File: src/rtl/core/spsm_pkg.sv
`timescale 1ns / 1ps
// ----------------------------------------------------------------------------
// spsm_pkg
// shared widths, grid extents and the queue entry type of the stencil block
// ----------------------------------------------------------------------------
package spsm_pkg;

    localparam int GRID_X = 16;
    localparam int GRID_Y = 16;
    localparam int GRID_Z = 16;

    localparam int COORD_W    = 4;
    localparam int COORD_SPAN = 2 ** COORD_W;
    localparam int ADDR_W     = 3 * COORD_W;
    localparam int DATA_W     = 32;
    localparam int FRAC_W     = 16;
    localparam int PROD_W     = 2 * DATA_W;
    // seven products need three guard bits, one spare
    localparam int ACC_W      = PROD_W + 4;

    // usable extent per axis, clipped to the coordinate range
    localparam logic [COORD_W:0] EXT_X = (COORD_W + 1)'(GRID_X < COORD_SPAN ? GRID_X : COORD_SPAN);
    localparam logic [COORD_W:0] EXT_Y = (COORD_W + 1)'(GRID_Y < COORD_SPAN ? GRID_Y : COORD_SPAN);
    localparam logic [COORD_W:0] EXT_Z = (COORD_W + 1)'(GRID_Z < COORD_SPAN ? GRID_Z : COORD_SPAN);

    localparam int QUEUE_DEPTH = 4;
    localparam int QPTR_W      = $clog2(QUEUE_DEPTH);

    typedef enum logic [1:0] {
        KIND_STORE,
        KIND_QUERY,
        KIND_QUERY_OUT
    } kind_t;

    typedef struct packed {
        kind_t               kind;
        logic [COORD_W-1:0]  x;
        logic [COORD_W-1:0]  y;
        logic [COORD_W-1:0]  z;
        logic [DATA_W-1:0]   vec;
        logic [DATA_W-1:0]   diag;
        logic [DATA_W-1:0]   px;
        logic [DATA_W-1:0]   py;
        logic [DATA_W-1:0]   pz;
    } entry_t;

endpackage

File: src/rtl/core/spsm_queue.sv
`timescale 1ns / 1ps
// ----------------------------------------------------------------------------
// spsm_queue
// small fifo of classified requests between front and back
// ----------------------------------------------------------------------------
module spsm_queue (
    input  logic             clk,
    input  logic             rst_n,
    input  logic             push,
    input  spsm_pkg::entry_t push_entry,
    output logic             full,
    input  logic             pop,
    output logic             head_valid,
    output spsm_pkg::entry_t head
);
    import spsm_pkg::*;

    entry_t              slots_reg [QUEUE_DEPTH];
    logic [QPTR_W-1:0]   wr_ptr_reg;
    logic [QPTR_W-1:0]   rd_ptr_reg;
    logic [QPTR_W:0]     count_reg;

    assign full       = count_reg == (QPTR_W + 1)'(QUEUE_DEPTH);
    assign head_valid = count_reg != '0;
    assign head       = slots_reg[rd_ptr_reg];

    always_ff @(posedge clk)
    begin
        if (push)
        begin
            slots_reg[wr_ptr_reg] <= push_entry;
        end
    end

    always_ff @(posedge clk or negedge rst_n)
    begin
        if (!rst_n)
        begin
            wr_ptr_reg <= '0;
            rd_ptr_reg <= '0;
            count_reg  <= '0;
        end
        else
        begin
            if (push)
            begin
                wr_ptr_reg <= wr_ptr_reg + QPTR_W'(1);
            end
            if (pop)
            begin
                rd_ptr_reg <= rd_ptr_reg + QPTR_W'(1);
            end
            unique case ({push, pop})
                2'b10:   count_reg <= count_reg + (QPTR_W + 1)'(1);
                2'b01:   count_reg <= count_reg - (QPTR_W + 1)'(1);
                default: count_reg <= count_reg;
            endcase
        end
    end

endmodule

File: config.mk
export PLATFORM = sky130hd
export DESIGN_NAME = spsm_queue
export DESIGN_NICKNAME = d
export VERILOG_FILES = /design/src/rtl/core/spsm_pkg.sv /design/src/rtl/core/spsm_queue.sv
export SDC_FILE = /design/constraint.sdc
export NUM_CORES = 1
export LEC_CHECK = 0
export ABC_CLOCK_PERIOD_IN_PS = 8900
export BUFFER_PORTS_ARGS = -buffer_cell sky130_fd_sc_hd__buf_2
export CAP_MARGIN = 20
export CORE_MARGIN = 3
export CORE_UTILIZATION = 63
export CTS_BUF_LIST = sky130_fd_sc_hd__clkbuf_2
export DETAILED_ROUTE_END_ITERATION = 12
export PLACE_DENSITY = 0.86
export SLEW_MARGIN = 20
export SYNTH_ARGS = -nofsm -noshare
export SYNTH_HDL_FRONTEND = slang
export SYNTH_SLANG_ARGS = --single-unit
File: constraint.sdc
create_clock -name clk -period 8.9 [get_ports clk]
set_clock_uncertainty 0.1 [all_clocks]
set_input_delay 0.89 -clock clk [delete_from_list [all_inputs] [get_ports clk]]
set_output_delay 0.89 -clock clk [all_outputs]
set_load 0.05 [all_outputs]
==> reports/metrics.yaml <==
combinationalPowerShare_pct: 40.3
cts.path.max_buffers: 3
h-tree-depth: 4
swShare_pct: 42.1
crit_slowest_cell: "dfrtp_4"
rows: 73
cts_root_buf: "clkbuf_2"
viasPerCell: 5.87
firstDrtPassIters: 5
power_switching_mw: 4.71
finalCritPeriodShare_pct: 53.9
hold_violations: 0
stdcell_count: 2273
cp_max_fo: 65
worstPathCellList: "buf_4 -> mux4_2 -> buf_2"
final_layout_size_suffix_gt1_share_pct: 46.3
gp_congestion: 0.749
final_util_pct: 77.9
worst_pin_slew_ns: 1.12
overflow: 0
first_iter_violations: 1337
cts_tree: "yes"
dieHeight_um: 207
timing.fmax_ghz: 0.208
syn-num-nets: 1129
critPathKind: "flip-flop to primary output"
maxCapViolCount: 0
yosysSeqAreaShare_pct: 82.6
startpoint: "rd_ptr_reg[1]$_DFFE_PN0P_"
drc: 0
yosys_warnings: 0
synthCells: 945
finalSetupTns_ns: 0
arrival_ns: 3.81
p_leak_nw: 11.1
ant_nets: 0
crit_path_end_kind: "primary output"
die-area_sq_mm: 0.0430
die_w_um: 207
layout.nets: 1796
cts_buffers: 161
ir_drop_v: 0.000377
routedWlPerCell_um: 26.2
core_area_sq_mm: 0.0399
start_util_pct: 63.9
wirelength_um: 59700
synth_area_sq_mm: 0.0255
p_seq_share_pct: 41.1
clock_power_share_pct: 18.7
grt_pass1_vias: 14300
grt_pass1_wl_um: 90800
final_area_sq_mm: 0.0311
maxSlewViolCount: 0
seqCellArea_sq_mm: 0.0211
powerDensity_mw_per_mm2: 360
area_growth_pct: 21.8
fill_cells: 1953
r2r_start: "wr_ptr_reg[1]$_DFFE_PN0P_"
multiInputGateArea_sq_mm: 0.00413
cts_sinks: 703
synth_area_per_cell_sq_um: 27.0
synth.distinct_cells: 20
min_from: "push_entry[66]"
grt_start_max_net_pins: 107
worstSetupStartpointType: "flip-flop"
ys_ff_latch: 703
worstPathRequired_ns: 7.91
largest_reg_flops: 696
setup_viol: 0
hold_path.class: "primary input to flip-flop"
numPortBuffers: 353
cts_resized: 0
clkTransAtPathRegs_ns: 0.13
status: "complete, no violations"
grt_use_total_pct: 28.7
pin_count: 354
grt_setup_unrepaired: "no"
maxSlewHeadroom_pct: 25.5
cts_setup_buffers: 0
place_inst: 1796
p_int_mw: 6.48
clkLatencyLatePin_ns: 1.28
max_stage_delay_ns: 0.92
vias: 13300
fin_crit_ns: 4.80
dp.final_hpwl_um: 30700
place_area_sq_mm: 0.0278
antenna_found_initial: 6
[cells in the mapped netlist (all sizes together)]
library cell,number,area (sq um)
buf,38,297
dfrtp,7,175
mux2i,1,10.0
xnor2,2,17.5
fa,1,20.0
nand2,2,7.51
clkbuf,1,3.75
and3,1,6.26
mux4,174,3920
xor2,4,35.0
nor2,1,3.75
o21ai,1,5.00
inv,6,22.5
ha,5,62.6
and2,4,25.0
or3,1,6.26
edfxtp,696,20900
[power by group through the flow]
stage | Combinational [mW] | Sequential, mW | Clock, mW
floorplan | 3.56 | 4.59 | 0
global placement | 4.37 | 4.57 | 0
detailed placement | 4.40 | 4.63 | 0
CTS | 4.49 | 4.56 | 2.10
global route | 4.68 | 4.63 | 2.32
finish | 4.51 | 4.59 | 2.09
[metal layers]
layer	part of all wire, %	global-route usage (%)
met5	0.045	0
met4	2.2	9.74
met3	9.8	9.46
met2	54	47.6
met1	34	36.7
[timing repair]
item,CTS,global route
hold buffers,178,0
endpoints found under the hold margin,710,0
setup endpoints to repair,0,0
[kinds of logic (layout without fill, tap and decap cells)]
logic type | count (synthesis) | in the layout | share of synthesized area (%)
compound gates | 1 | 1 | 0.0196
simple gates | 9 | 9 | 0.191
mux | 175 | 175 | 15.4
fa+ha+maj | 6 | 6 | 0.324
other cells | 0 | 8 | 0
buf+inv | 45 | 840 | 1.27
xor+xnor | 6 | 6 | 0.206
flops | 703 | 703 | 82.6
[layout make-up]
type | instances | area share (%)
Multi-Input combinational cell | 197 | 13.3
Antenna cell | 8 | 0.0644
Sequential cell | 703 | 67.8
Tap cell | 525 | 2.11
Clock inverter | 45 | 0.906
Timing Repair Buffer | 543 | 11.7
Clock buffer | 246 | 3.96
Inverter | 6 | 0.0725
[worst max-delay path, delay by kind of cell, from the launching register on]
kind | cells | cell delay (ns)
buffers and inverters | 2 | 1.10
DFF | 1 | 0.92
muxes | 1 | 0.47
[path summary, 6_finish.rpt]
check	end	slack (ns)	depth (start not counted)
hold / removal	slots_reg[3][66]$_DFFE_PP_	0.23	2
max in group asynchronous	rd_ptr_reg[1]$_DFFE_PN0P_	7.87	3
min in group asynchronous	count_reg[0]$_DFFE_PN0P_	0.50	3
setup reg to reg	slots_reg[1][60]$_DFFE_PP_	6.05	4
setup / recovery	head[171]	4.10	3
hold reg to reg	count_reg[2]$_DFFE_PN0P_	0.41	1
[cells in the final DEF, fill, tap and decap left out, drive strengths merged, types with 2 or more instances in the layout]
cell         instances
buf                365
dlygate4sd3        178
mux4               174
and2                 4
clkbuf             246
edfxtp             696
bufinv               4
diode                8
ha                   5
clkinv              34
dfrtp                7
nand2                2
xor2                 4
inv                 12
xnor2                2
[through the flow]
step	worst slack (ns)	hold WS (ns)	total power [mW]
3_3_place_gp	5.38	0.378	8.94
5_1_grt	3.73	0.0861	11.6
3_5_place_dp	5.39	0.388	9.04
6_report	4.10	0.234	11.2
4_1_cts	3.88	0.0510	11.1
2_1_floorplan	3.40	0.348	8.15
(Power assumes the default switching activity.)
